File: src/rtl/core/assert_macros.svh
// ----------------------------------------------------------------------------
// Assertion macros
// Shared concurrent assertion forms, clocked on clk and disabled in reset.
// ----------------------------------------------------------------------------
`ifndef ASSERT_MACROS_SVH
`define ASSERT_MACROS_SVH

// A property that must hold at every clock edge outside reset.
`define ASSERT_ALWAYS(label, prop, msg) \
  label: assert property (@(posedge clk) disable iff (rst) (prop)) else $error(msg);

// An implication: when the trigger holds, the consequence must follow.
`define ASSERT_IMPLY(label, trig, cons, msg) \
  label: assert property (@(posedge clk) disable iff (rst) (trig) |-> (cons)) \
    else $error(msg);

// A next-cycle implication: the consequence must hold in the next cycle.
`define ASSERT_NEXT(label, trig, cons, msg) \
  label: assert property (@(posedge clk) disable iff (rst) (trig) |=> (cons)) \
    else $error(msg);

`endif

File: src/rtl/core/cfnp_pkg.sv
// ----------------------------------------------------------------------------
// cfnp_pkg
// Types and codes of the circular FIFO with negative purge.
// ----------------------------------------------------------------------------
package cfnp_pkg;

  localparam int DATA_W = 32;
  localparam int OCC_W  = 5;

  // Operation carried by one command transaction.
  typedef enum logic [1:0] {
    OP_PUSH  = 2'd0,
    OP_POP   = 2'd1,
    OP_PEEK  = 2'd2,
    OP_PURGE = 2'd3
  } cfnp_op_t;

  // Status returned with every result.
  typedef enum logic [1:0] {
    ST_OK    = 2'd0,
    ST_FULL  = 2'd1,
    ST_EMPTY = 2'd2
  } cfnp_status_t;

  typedef struct packed {
    cfnp_op_t                  kind;
    logic signed [DATA_W-1:0]  push_value;
  } cfnp_cmd_t;

  typedef struct packed {
    cfnp_status_t              status;
    logic signed [DATA_W-1:0]  front_value;
    logic [OCC_W-1:0]          occupancy;
    logic                      is_full;
    logic                      is_empty;
  } cfnp_rsp_t;

endpackage

File: src/rtl/core/cfnp_ram.sv
// ----------------------------------------------------------------------------
// cfnp_ram
// Generic simple dual-port RAM: one write port, one read port, registered read.
// ----------------------------------------------------------------------------
module cfnp_ram #(
  parameter int WIDTH = 32,
  parameter int DEPTH = 16
) (
  input  logic                     clk,
  input  logic                     we,
  input  logic [$clog2(DEPTH)-1:0] waddr,
  input  logic [WIDTH-1:0]         wdata,
  input  logic [$clog2(DEPTH)-1:0] raddr,
  output logic [WIDTH-1:0]         rdata
);

  logic [WIDTH-1:0] mem [DEPTH];

  always_ff @(posedge clk) begin
    if (we) begin
      mem[waddr] <= wdata;
    end
    rdata <= mem[raddr];
  end

endmodule

File: src/rtl/core/circular_fifo_with_negative_purge.sv
// ----------------------------------------------------------------------------
// circular_fifo_with_negative_purge
// Ring-buffer FIFO of signed 32-bit values with push, pop, peek and a purge
// that drops every negative entry while keeping the order of the rest.
// ----------------------------------------------------------------------------
// A command transaction is taken at a clock edge where start is high and busy
// is low. Every command yields exactly one result, shown on result for one
// cycle with done high; the receiver cannot stall it, so it must take the
// result in that cycle. A push, and any refused command, finishes in the
// cycle after it is taken. A pop or peek passes through S_FRONT, as the entry
// store is a RAM with a registered read port. A purge walks the live entries
// from the head through that same single read port and single write port,
// reading each entry (S_P_READ), then checking it and writing it back if
// kept (S_P_CHECK). The next command may be started in the cycle where done
// is high. The occupancy field carries the low five bits of the entry count.
// ----------------------------------------------------------------------------
`include "assert_macros.svh"

module circular_fifo_with_negative_purge #(
  parameter int DEPTH = 16
) (
  input  logic                 clk,
  input  logic                 rst,
  input  logic                 start,
  output logic                 busy,
  input  cfnp_pkg::cfnp_cmd_t  cmd,
  output logic                 done,
  output cfnp_pkg::cfnp_rsp_t  result
);

  import cfnp_pkg::*;

  localparam int AW = $clog2(DEPTH);
  localparam int CW = $clog2(DEPTH + 1);

  // Sequencer: idle, pop/peek read return, and the two-step purge walk.
  typedef enum logic [1:0] {
    S_IDLE,
    S_FRONT,
    S_P_READ,
    S_P_CHECK
  } state_t;

  state_t          state;
  cfnp_op_t        op_q;
  logic [AW-1:0]   head;
  logic [AW-1:0]   tail;
  logic [CW-1:0]   count;

  // Purge walk registers: read pointer, write pointer, entries left, entries kept.
  logic [AW-1:0]   rd_ptr;
  logic [AW-1:0]   wr_ptr;
  logic [CW-1:0]   remain;
  logic [CW-1:0]   kept;

  logic                ram_we;
  logic [AW-1:0]       ram_waddr;
  logic [DATA_W-1:0]   ram_wdata;
  logic [AW-1:0]       ram_raddr;
  logic [DATA_W-1:0]   ram_rdata;

  logic            accept;
  logic            full;
  logic            empty;
  logic            keep;
  logic [CW-1:0]   count_inc;
  logic [CW-1:0]   count_dec;
  logic [CW-1:0]   kept_next;
  logic [AW-1:0]   wr_ptr_next;

  function automatic logic [AW-1:0] next_slot(input logic [AW-1:0] i);
    return (i == AW'(DEPTH - 1)) ? '0 : i + 1'b1;
  endfunction

  function automatic cfnp_rsp_t make_rsp(input cfnp_status_t st,
                                         input logic [DATA_W-1:0] front,
                                         input logic [CW-1:0] cnt);
    cfnp_rsp_t r;
    r.status      = st;
    r.front_value = front;
    r.occupancy   = OCC_W'(cnt);
    r.is_full     = (cnt == CW'(DEPTH));
    r.is_empty    = (cnt == '0);
    return r;
  endfunction

  assign busy   = (state != S_IDLE);
  assign accept = start && !busy;
  assign full   = (count == CW'(DEPTH));
  assign empty  = (count == '0);

  always_comb begin
    count_inc   = count + 1'b1;
    count_dec   = count - 1'b1;
    // An entry survives the purge when its sign bit is clear.
    keep        = !ram_rdata[DATA_W-1];
    kept_next   = kept + CW'(keep);
    wr_ptr_next = keep ? next_slot(wr_ptr) : wr_ptr;

    // The read port looks at the head while idle, so a pop or peek has its
    // data in the cycle after acceptance; during a purge it follows rd_ptr.
    ram_raddr = (state == S_IDLE) ? head : rd_ptr;

    ram_we    = 1'b0;
    ram_waddr = tail;
    ram_wdata = cmd.push_value;
    if (accept && cmd.kind == OP_PUSH && !full) begin
      ram_we = 1'b1;
    end
    if (state == S_P_CHECK && keep) begin
      // Survivors are packed toward the head; wr_ptr never passes rd_ptr.
      ram_we    = 1'b1;
      ram_waddr = wr_ptr;
      ram_wdata = ram_rdata;
    end
  end

  cfnp_ram #(
    .WIDTH (DATA_W),
    .DEPTH (DEPTH)
  ) u_store (
    .clk   (clk),
    .we    (ram_we),
    .waddr (ram_waddr),
    .wdata (ram_wdata),
    .raddr (ram_raddr),
    .rdata (ram_rdata)
  );

  always_ff @(posedge clk) begin
    if (rst) begin
      state <= S_IDLE;
      head  <= '0;
      tail  <= '0;
      count <= '0;
      done  <= 1'b0;
    end else begin
      done <= 1'b0;
      case (state)
        S_IDLE: begin
          if (start) begin
            op_q <= cmd.kind;
            case (cmd.kind)
              OP_PUSH: begin
                done <= 1'b1;
                if (full) begin
                  result <= make_rsp(ST_FULL, '0, count);
                end else begin
                  tail   <= next_slot(tail);
                  count  <= count_inc;
                  result <= make_rsp(ST_OK, '0, count_inc);
                end
              end
              OP_POP, OP_PEEK: begin
                if (empty) begin
                  done   <= 1'b1;
                  result <= make_rsp(ST_EMPTY, '0, count);
                end else begin
                  state <= S_FRONT;
                end
              end
              OP_PURGE: begin
                if (empty) begin
                  done   <= 1'b1;
                  result <= make_rsp(ST_EMPTY, '0, count);
                end else begin
                  rd_ptr <= head;
                  wr_ptr <= head;
                  remain <= count;
                  kept   <= '0;
                  state  <= S_P_READ;
                end
              end
              default: begin
                state <= S_IDLE;
              end
            endcase
          end
        end
        S_FRONT: begin
          done  <= 1'b1;
          state <= S_IDLE;
          if (op_q == OP_POP) begin
            head   <= next_slot(head);
            count  <= count_dec;
            result <= make_rsp(ST_OK, ram_rdata, count_dec);
          end else begin
            result <= make_rsp(ST_OK, ram_rdata, count);
          end
        end
        S_P_READ: begin
          state <= S_P_CHECK;
        end
        S_P_CHECK: begin
          rd_ptr <= next_slot(rd_ptr);
          if (remain == CW'(1)) begin
            // Last live entry checked: head stays, tail follows the survivors.
            count  <= kept_next;
            tail   <= wr_ptr_next;
            done   <= 1'b1;
            result <= make_rsp(ST_OK, '0, kept_next);
            state  <= S_IDLE;
          end else begin
            remain <= remain - 1'b1;
            kept   <= kept_next;
            wr_ptr <= wr_ptr_next;
            state  <= S_P_READ;
          end
        end
        default: begin
          state <= S_IDLE;
        end
      endcase
    end
  end

  // The entry count never exceeds the depth.
  `ASSERT_ALWAYS(a_count_bound, count <= CW'(DEPTH), "entry count exceeds depth")
  // A result can never claim to be both full and empty.
  `ASSERT_IMPLY(a_flags_excl, done, !(result.is_full && result.is_empty),
                "result flags full and empty together")
  // A push always finishes in the cycle after it is taken.
  `ASSERT_NEXT(a_push_one_cycle, accept && cmd.kind == OP_PUSH, done && !busy,
               "push result not delivered in the next cycle")
  // During the purge walk no more entries are kept than were live.
  `ASSERT_IMPLY(a_purge_kept, state == S_P_CHECK, kept < count && remain != '0,
                "purge walk kept more entries than were live")

endmodule
File: config.mk
export PLATFORM = sky130hd
export DESIGN_NAME = circular_fifo_with_negative_purge
export DESIGN_NICKNAME = d
export VERILOG_FILES = /design/src/rtl/core/cfnp_pkg.sv /design/src/rtl/core/cfnp_ram.sv /design/src/rtl/core/circular_fifo_with_negative_purge.sv
export VERILOG_INCLUDE_DIRS = /design/src /design/src/rtl/core
export SDC_FILE = /design/constraint.sdc
export NUM_CORES = 1
export LEC_CHECK = 0
export BUFFER_PORTS_ARGS = -buffer_cell sky130_fd_sc_hd__buf_2
export CAP_MARGIN = 20
export CORE_ASPECT_RATIO = 1.25
export CORE_MARGIN = 1
export CORE_UTILIZATION = 66
export DETAILED_ROUTE_END_ITERATION = 16
export GPL_ROUTABILITY_DRIVEN = 0
export MAX_ROUTING_LAYER = met4
export PLACE_DENSITY = 0.84
export SLEW_MARGIN = 25
export SYNTH_ARGS = -nofsm -noshare
export SYNTH_HDL_FRONTEND = slang
export SYNTH_SLANG_ARGS = --single-unit
File: constraint.sdc
create_clock -name clk -period 15.75 [get_ports clk]
set_input_delay 0.7875 -clock clk [delete_from_list [all_inputs] [get_ports clk]]
set_output_delay 0.7875 -clock clk [all_outputs]
set_load 0.02 [all_outputs]
==> flow_summary.toml, run 1 <==
[synthesis]
syn_area_um2 = 24600
synth_edf_count = 573
synth_area_leaders = "edfxtp_1 (70%), mux2i_1 (11%), dfxtp_1 (3.9%)"
netlist-cell-type-count = 62
synth_top_area_share_pct = 70.0
syn_nets = 1609
synth_flop_cell = "edfxtp_1"
synthCells = 1555
synth-seq-cells = 621
yosysWarnings = 0
syn_avg_cell_area_um2 = 15.8
synth_area_leader_cell = "edfxtp_1"
synthArstFlopShare_pct = 0
synth_seq_area_share_pct = 73.9

[sta]
slew_headroom_pct = 25.1
drv_slew = 0
fin_ws_ps = 11530
rsz0062_at_grt = "false"
clock.fmax_mhz = 237
finalHoldViolCount = 0
hold-worst-slack_ps = 415
fin_tns_setup_ps = 0
final.min_clock_period_ps = 4220
fin_crit_sh_pct = 26.8
max_slew.worst_pin.slew_ps = 1120
finalSetupViolations = 0
skew_ps = 16.5

[routing]
drt_iter0_drc = 1645
vias = 14400
via_per_inst = 6.68
wl_per_cell_um = 25.6
ant_nets = 0
drc = 0
wirelength_mm = 55.4
dr.pass1.iters = 5

[grt]
grt_pass1_vias = 14500
grt_max_degree = 152
grt_first_pass_wirelength_mm = 83.1
busiest_layer = "met2"
antenna_found_initial = 0
gr-total-overflow = 0
grtUsageMet2_pct = 51.6
grt.total_usage_pct = 30.3
gr-usage-met1_pct = 35.5
grt_use_met3_pct = 4.36

[worst_setup_path]
rr_endpoint = "u_store.rdata[11]$_DFF_P_"
worstPathMaxFanout = 151
cp.arrival_ps = 4660
reg2reg_from = "state[0]$_SDFFE_PP0P_"
path_class = "flip-flop to flip-flop"
worstSetupStartpoint = "state[0]$_SDFFE_PP0P_"
r2r_cells = 8
rrSetupSlack_ps = 11530
cp-end-kind = "flip-flop"
cp-endpoint = "u_store.rdata[11]$_DFF_P_"
required_ps = 16190
worst_setup_path_start_kind = "flip-flop"

[finish]
final_nets = 1691
regArea_um2 = 18200
mostFrequentLayoutCells = "edfxtp_1 (573), mux2i_1 (259), o22ai_1 (129), nand2_1 (123), buf_2 (79)"
n_antenna_cell = 0
layout_commonest_cell = "edfxtp_1"
drive_gt1_share_pct = 13.4
multi_input_comb_area_um2 = 6130
fill_cells = 2018
final_core_util_pct = 75.8
area_delta_synth_final_pct = 12.6

[pwr]
p_leak_nw = 10.8
ir_drop_mv = 0.128
power_density_nw_per_um2 = 156

[clock_network]
clockBufferDepth = 3
cts.htree.levels = 2
ctsResizeCount = 0
cts_setup_buffers = 0
hold_buffers = 0
clkTransAtPathRegs_ps = 70
clock_sinks = 621
clk_latency_ps = 590
cts_made_buffers = 53
cts_tree = "done"
clk_root_buffer_cell = "clkbuf_16"

[floorplan]
core-area_um2 = 36500
die-area_um2 = 38000
start_util_pct = 67.4
die_width_um = 175
ios = 80
rows = 78
die_h_um = 218

[placed_design]
dp_slack_ps = 11740
portBuffers = 79
dp_hpwl_mm = 32.3

[status]
outcome = "complete, no violations"

[run]
cap_violations = 0

[min_path]
min_path_type = "input pin to flip-flop"
[registers in the layout, summed over array words and instances (netlist names)]
name,cells
count,5
state,2
result,41
head,4
u_store.mem,512
rd_ptr,4
kept,5
tail,4
done,1
u_store.rdata,32
op_q,2
remain,5
wr_ptr,4
[per-layer routing]
| layer | routed length, um | vias to the layer above |
|---|---|---|
| met5 | 0 | - |
| li1 | - | 6225 |
| met1 | 19800 | 7144 |
| met3 | 4380 | 197 |
| met4 | 2390 | 0 |
| met2 | 28800 | 855 |
[kinds of logic after synthesis]
| family | count (synthesis) | share of synthesized area (%) |
|---|---|---|
| AOI/OAI and AO/OA | 235 | 6.14 |
| buffers and inverters | 105 | 1.87 |
| xor gates and xnor gates | 14 | 0.499 |
| muxes | 263 | 10.7 |
| adders and majority gates | 17 | 0.865 |
| DFF | 621 | 73.9 |
| and+or+nand+nor | 300 | 6.02 |
[critical path: stages, from the launching register on]
cell and delay [ps]:
dfxtp_1 360, inv_1 120, ha_1 500, mux2i_4 310, buf_4 670, buf_12 820, mux2i_1 310, o22ai_1 150
or4_1 600
[how the worst min path moves through the flow]
stage                             start                     to  slack [ps]  cells after the start
6_report                        cmd[33]      op_q[1]$_DFFE_PP_         410                      1
5_1_grt                         cmd[32]      op_q[0]$_DFFE_PP_         410                      1
4_1_cts                         cmd[33]      op_q[1]$_DFFE_PP_         400                      1
3_5_place_dp   u_store.rdata[1]$_DFF_P_    result[8]$_DFFE_PP_         520                      1
3_3_place_gp   u_store.rdata[6]$_DFF_P_   result[13]$_DFFE_PP_         510                      1
2_1_floorplan     state[1]$_SDFFE_PP0P_  state[1]$_SDFFE_PP0P_         490                      2
[cell usage after synthesis, types with 3 or more instances]
cell       count
edfxtp_1     573
mux2i_1      260
o22ai_1      129
nand2_1      124
nor2_1        58
buf_2         49
dfxtp_1       48
and2_1        36
a21oi_1       35
clkbuf_1      33
or4_1         33
ha_1          17
inv_1         17
o21ai_0       15
xnor2_1       10
nand3_1        9
a211oi_1       8
nor3_1         8
a31oi_1        7
o31ai_1        6
and3_1         5
buf_1          4
nor2b_1        4
xor2_1         4
a2111oi_0      3
a311oi_1       3
a32oi_1        3
mux2_2         3
nand2b_1       3
nor3b_1        3
o21a_1         3
[stage by stage]
stage	area [um^2]	power [mW]	std cells
finish	27700	4.32	2160
global placement	25500	2.97	2043
CTS	27700	4.31	2160
floorplan	24600	2.74	1555
detailed placement	25900	3.02	2062
global route	27700	4.45	2160
[layout make-up]
type / count / area share, %
Multi-Input combinational cell: 829 / 22.1
Tap cell: 480 / 2.17
Clock inverter: 23 / 0.958
Timing Repair Buffer: 114 / 3.58
Sequential cell: 621 / 65.6
Inverter: 18 / 0.244
Clock buffer: 75 / 5.27
[report_power, final]
part | internal (mW) | switching [mW] | leakage [nW]
sequential | 1.96 | 0.0887 | 5.59
clock | 0.731 | 0.570 | 0.834
combinational | 0.365 | 0.607 | 4.33
total | 3.05 | 1.27 | 10.8
(Power assumes the default switching activity.)
==> run 2: changes to the inputs <==
--- a/config.mk
+++ b/config.mk
@@ -6,15 +6,16 @@
 export SDC_FILE = /design/constraint.sdc
 export NUM_CORES = 1
 export LEC_CHECK = 0
+export ABC_AREA = 1
 export BUFFER_PORTS_ARGS = -buffer_cell sky130_fd_sc_hd__buf_2
 export CAP_MARGIN = 20
 export CORE_ASPECT_RATIO = 1.25
 export CORE_MARGIN = 1
-export CORE_UTILIZATION = 66
+export CORE_UTILIZATION = 62
 export DETAILED_ROUTE_END_ITERATION = 16
 export GPL_ROUTABILITY_DRIVEN = 0
 export MAX_ROUTING_LAYER = met4
-export PLACE_DENSITY = 0.84
+export PLACE_DENSITY = 0.79
 export SLEW_MARGIN = 25
 export SYNTH_ARGS = -nofsm -noshare
 export SYNTH_HDL_FRONTEND = slang
==> constraint.sdc (replaced) <==
create_clock -name clk -period 4.38 [get_ports clk]
set_input_delay 0.219 -clock clk [delete_from_list [all_inputs] [get_ports clk]]
set_output_delay 0.219 -clock clk [all_outputs]
set_load 0.02 [all_outputs]
==> run 2 against run 1 <==
  * Die area rose by 20%
  * First-iteration DRC count rose by 46%
  * Sequential share of layout area fell by 6.7 points
  * Utilization fell by 5.8 points
  * Critical endpoint is now u_store.rdata[21]$_DFF_P_
  * Count of clock-buffer cells in the layout rose by 3
  * Via count rose by 37%
  * Fmax rose by 18%
  * Sequential cell count did not move
  * Global-route usage rose by 1.1 points
==> flow_summary.toml, run 2 <==
[routing]
vias = 19700
wl_per_cell_um = 20.0
dr.pass1.iters = 6
wirelength_mm = 68.3
ant_nets = 0
drc = 0
drt_iter0_drc = 2394
via_per_inst = 5.77

[worst_setup_path]
cp_slowest_stage_delay_ps = 820
required_ps = 4850
worst_setup_path_start_kind = "flip-flop"
path_cells = "inv_1 > ha_1 > nand2_4 > nand2_8 > buf_12 > nand2_1 > nand3_1 > nand3_1 > nand3_1 > nand2_1"
worstPathMaxFanout = 88
cp.arrival_ps = 4030
cp-end-kind = "flip-flop"
critPathBufInv = 2
crit_family = "simple AND/OR/NAND/NOR gates"
cp_common_cell = "nand3_1"
cpMaxStageDelayCell = "ha_1"
path_class = "flip-flop to flip-flop"

[placed_design]
portBuffers = 79
dp_hpwl_mm = 38.4
dp.cells = 3298
dp_slack_ps = 922

[sta]
max_slew.worst_pin.slew_ps = 1030
rsz0062_at_grt = "false"
fin_crit_sh_pct = 81.3
fin_tns_setup_ps = 0
final.min_clock_period_ps = 3560
finalSetupViolations = 0
slew_headroom_pct = 31.2
finalHoldViolCount = 0
skew_ps = 16.0
clock.fmax_mhz = 281
fin_ws_ps = 821
drv_slew = 0

[synthesis]
synth_area_leaders = "edfxtp_1 (62%), nand3_1 (10%), nand2_1 (8.9%)"
synth_flop_cell = "edfxtp_1"
synth_area_leader_cell = "edfxtp_1"
synthArstFlopShare_pct = 0
synthTopCellsByCount = "nand2_1 (653), edfxtp_1 (573), nand3_1 (553), inv_1 (536), buf_2 (84)"
netlist-cell-type-count = 32
synth_edf_count = 573
yosysMostFrequentCell = "nand2_1"
syn_nets = 2796
synth_seq_area_share_pct = 65.7
synth_top_area_share_pct = 62.2
synth-seq-cells = 621
syn_avg_cell_area_um2 = 10.1
syn_area_um2 = 27700
synthCells = 2742
yosysWarnings = 0

[clock_network]
clkTransAtPathRegs_ps = 60
clk_latency_ps = 610
cts_setup_buffers = 0
clock_sinks = 621
cts.htree.levels = 2
cts_tree = "done"
clk_root_buffer_cell = "clkbuf_16"
clockBufferDepth = 3
cts_made_buffers = 58

[grt]
grt_first_pass_wirelength_mm = 105
grt_pass1_vias = 19300
grt_max_degree = 89
gr-total-overflow = 0
grt.total_usage_pct = 31.3
antenna_found_initial = 0

[floorplan]
rows = 86
ios = 80
start_util_pct = 62.8
die_width_um = 191
core-area_um2 = 44000
die-area_um2 = 45500
die_h_um = 238

[run]
cap_violations = 0

[finish]
fin_cells = 3411
top_register = "u_store.mem"
drive_gt1_share_pct = 9.09
layout_commonest_cell = "nand2_1"
largestRegisters = "u_store.mem x512, result x41, u_store.rdata x32"
mostFrequentLayoutCells = "nand2_1 (651), edfxtp_1 (573), nand3_1 (553), inv_1 (536), buf_2 (79)"
final_nets = 2844
largest_reg_flops = 512
final_core_util_pct = 70.1
n_antenna_cell = 0
area_delta_synth_final_pct = 11.5

[pwr]
p_leak_nw = 13.3
power_density_nw_per_um2 = 623
total_power_mw = 19.2
ir_drop_mv = 0.545

[min_path]
min_path_type = "input pin to flip-flop"

[status]
outcome = "complete, no violations"
[run 2: changes by cell type after synthesis, moves of 35 or more]
| cell | previous run | this run |
|---|---|---|
| nand3_1 | 9 | 553 |
| nand2_1 | 124 | 653 |
| inv_1 | 17 | 536 |
| mux2i_1 | 260 | 0 |
| o22ai_1 | 129 | 2 |
| nand3b_1 | 2 | 64 |
| and2_1 | 36 | 0 |
| buf_2 | 49 | 84 |
[run 2: layer usage]
layer	vias up	part of all wire, %	track usage (%)
li1	9036	-	-
met1	9348	38	38.9
met2	1083	49	51.4
met3	222	8.9	4.28
met4	0	4.0	13.7
met5	-	0	-
[run 2: cell families (layout without fill, tap and decap cells)]
logic type | count (synthesis) | count (layout) | synth area share (%)
xor gates and xnor gates | 7 | 7 | 0.222
adders and majority gates | 17 | 17 | 0.769
buffers and inverters | 678 | 775 | 10.1
AOI/OAI and AO/OA | 59 | 59 | 1.14
DFF | 621 | 621 | 65.7
and+or+nand+nor | 1360 | 1360 | 22.1
[run 2: through the flow]
stage / instance area (um^2) / hold slack [ps]
after detailed placement: 28600 / 442
after global routing: 30800 / 136
after global placement: 28600 / 434
after floorplan: 27700 / 288
after CTS: 30800 / 245
final: 30800 / 143
[run 2: path summary, 6_finish.rpt]
path                                                     end  slack, ps  cells after the start                startpoint
worst max register to register     u_store.rdata[21]$_DFF_P_        820                     10     state[0]$_SDFFE_PP0P_
worst max-delay path               u_store.rdata[21]$_DFF_P_        820                     10     state[0]$_SDFFE_PP0P_
worst min-delay path            u_store.mem[8][31]$_DFFE_PP_        140                      3                   cmd[31]
worst min register to register           result[7]$_DFFE_PP_        520                      2  u_store.rdata[0]$_DFF_P_
[run 2: power by group]
| group | internal (mW) | total, mW | switching, mW |
|---|---|---|---|
| logic | 1.68 | 6.13 | 4.45 |
| registers | 7.17 | 7.46 | 0.290 |
| clock network | 3.46 | 5.62 | 2.16 |
[run 2: timing repair]
action,4_1_cts,5_1_grt
hold buffers,4,0
setup endpoints to repair,0,0
hold endpoints to repair,5,0
gates resized for setup,0,0
[run 2: final cells by class]
class	instances	area [um^2]
inverters	539	2030
multi-input cells	1443	6900
well taps	572	716
clock buffers	78	1650
repair buffers	127	873
fillers	2998	13200
clock inverters	31	514
flip-flops and latches	621	18200
[run 2: worst reg2reg max path: stages, from the launching register on]
cell	delay (ps)
dfxtp_1	330
inv_1	110
ha_1	820
nand2_4	530
nand2_8	560
buf_12	430
nand2_1	200
nand3_1	120
nand3_1	90
nand3_1	150
nand2_1	110
==> run 3: changes to the inputs <==
==> constraint.sdc (replaced) <==
create_clock -name clk -period 3.7 [get_ports clk]
set_input_delay 0.185 -clock clk [delete_from_list [all_inputs] [get_ports clk]]
set_output_delay 0.185 -clock clk [all_outputs]
set_load 0.02 [all_outputs]
==> run 3 against run 2 <==
  * Largest cell class unchanged
  * Clock power is 6.0% higher
  * Critical path type unchanged
  * Critical endpoint is now u_store.rdata[2]$_DFF_P_
  * Via count is 1.3% higher
  * Sequential cell count unchanged
  * Global-route usage rose by 0.32 points
  * Combinational power rose by 20%
==> flow_summary.toml, run 3 (synthesis gave the netlist of run 2 again) <==
[worst_setup_path]
cp.arrival_ps = 3710
rrSetupSlack_ps = 530
cp_common_cell = "nand3_1"
reg2reg_from = "state[0]$_SDFFE_PP0P_"
path_class = "flip-flop to flip-flop"
r2r_cells = 9
cp-end-kind = "flip-flop"
cp_slowest_stage_delay_ps = 790
worstPathMaxFanout = 42
required_ps = 4240
cpMaxStageDelayCell = "o21ai_4"
path_cells = "inv_1 > ha_1 > buf_4 > o21ai_4 > inv_2 > buf_12 > nand3_1 > nand3_1 > nand2_1"
rr_endpoint = "u_store.rdata[2]$_DFF_P_"
worst_setup_path_start_kind = "flip-flop"

[routing]
drc = 0
via_per_inst = 5.83
wl_per_cell_um = 19.9
vias = 20000
wirelength_mm = 68.2
drt_iter0_drc = 2573
ant_nets = 0
dr.pass1.iters = 12

[pwr]
p_leak_nw = 13.3
power_density_nw_per_um2 = 720
ir_drop_mv = 0.640

[clock_network]
clkTransAtPathRegs_ps = 60
clk_root_buffer_cell = "clkbuf_16"
ctsResizeCount = 0
cts_setup_buffers = 0
clk_latency_ps = 610
cts.htree.levels = 2
cts_tree = "done"
cts_made_buffers = 57
clock_sinks = 621
clockBufferDepth = 3

[status]
outcome = "complete, no violations"

[sta]
clock.fmax_mhz = 315
finalHoldViolCount = 0
drv_slew = 0
fin_crit_sh_pct = 85.8
finalSetupViolations = 0
fin_ws_ps = 527
rsz0062_at_grt = "false"
skew_ps = 15.3
max_slew.worst_pin.slew_ps = 996
final.min_clock_period_ps = 3170
slew_headroom_pct = 33.4
fin_tns_setup_ps = 0

[placed_design]
portBuffers = 79
dp_slack_ps = 635
dp_hpwl_mm = 38.9
dp.cells = 3310

[finish]
largest_reg_flops = 512
largestRegisters = "u_store.mem x512, result x41, u_store.rdata x32"
fin_cells = 3422
area_delta_synth_final_pct = 11.3
drive_gt1_share_pct = 9.16
mostFrequentLayoutCells = "nand2_1 (651), edfxtp_1 (573), nand3_1 (553), inv_1 (536), buf_2 (79)"
top_register = "u_store.mem"
fill_cells = 2969
layout_commonest_cell = "nand2_1"
n_antenna_cell = 0
final_nets = 2855

[grt]
antenna_found_initial = 1
grt.total_usage_pct = 31.7
grt_pass1_vias = 20100
grt_first_pass_wirelength_mm = 107
gr-total-overflow = 0
grt_max_degree = 129

[min_path]
worstHoldEndpoint = "u_store.mem[3][31]$_DFFE_PP_"
whs_path_depth = 3
min_from = "cmd[31]"
min_path_type = "input pin to flip-flop"

[floorplan]
ios = 80
rows = 86
die_width_um = 191
die_h_um = 238
core-area_um2 = 44000
start_util_pct = 62.8
die-area_um2 = 45500

[run]
cap_violations = 0
-- run 3: cell types whose count changed in the layout (fill, tap and decap cells not counted), moves of 3 or more --
cell / change
buf_4: +3
buf_12: +10
clkinv_2: +4
clkbuf_8: -6
bufinv_16: -7
clkinv_1: +7
-- run 3: cell type report --
cell class / instances / area (um^2) / share of cell area, %
clock inverters: 37 / 378 / 1.23
repair buffers: 139 / 1070 / 3.47
well taps: 572 / 716 / 2.33
inverters: 539 / 2030 / 6.59
multi-input cells: 1443 / 6900 / 22.4
clock buffers: 71 / 1520 / 4.94
flip-flops and latches: 621 / 18200 / 59.0
-- run 3: metal layers --
layer	part of all wire [%]	global-route usage, %	wire length (um)	up-vias
li1	-	-	-	9068
met4	3.8	14.0	2610	0
met1	37	39.4	25100	9430
met3	9.7	4.37	6610	234
met2	50	51.8	33800	1219
met5	0	-	0	-
-- run 3: what timing repair did --
item                                    in CTS  in global routing
endpoints found under the hold margin        7                  0
hold buffers                                 4                  0
endpoints found under the setup margin       0                  0
-- run 3: worst max-delay path: cells and delay by family, from the launching register on --
kind            cells  cell delay (ps)
flops               1              370
buf+inv             4             1200
compound gates      1              790
simple gates        3              330
fa+ha+maj           1              370
-- run 3: how the worst max path moves through the flow --
stage,endpoint,depth (start not counted),slack (ps),from
after global placement,u_store.rdata[6]$_DFF_P_,9,770,state[0]$_SDFFE_PP0P_
after floorplan,u_store.mem[0][0]$_DFFE_PP_,8,400,count[0]$_SDFFE_PP0P_
final,u_store.rdata[2]$_DFF_P_,9,530,state[0]$_SDFFE_PP0P_
after global routing,u_store.rdata[28]$_DFF_P_,9,390,state[0]$_SDFFE_PP0P_
after detailed placement,u_store.rdata[4]$_DFF_P_,9,630,state[0]$_SDFFE_PP0P_
after CTS,u_store.rdata[28]$_DFF_P_,9,580,state[0]$_SDFFE_PP0P_
-- run 3: where the power goes --
part	switching, mW	internal [mW]	total (mW)	leakage [nW]
Sequential	0.350	8.49	8.84	5.59
Clock	2.55	3.41	5.96	0.932
Combinational	5.24	2.12	7.36	6.77
Total	8.14	14.0	22.2	13.3
-- run 3: through the flow --
step	area (um^2)	power [mW]	utilization (%)	hold WS (ps)
6_report	30800	22.2	69.9	79.7
2_1_floorplan	27700	13.9	-	254
5_1_grt	30800	23.2	69.9	78.8
3_3_place_gp	28800	15.9	65.5	402
3_5_place_dp	28800	16.1	65.5	411
4_1_cts	30800	22.1	69.9	176
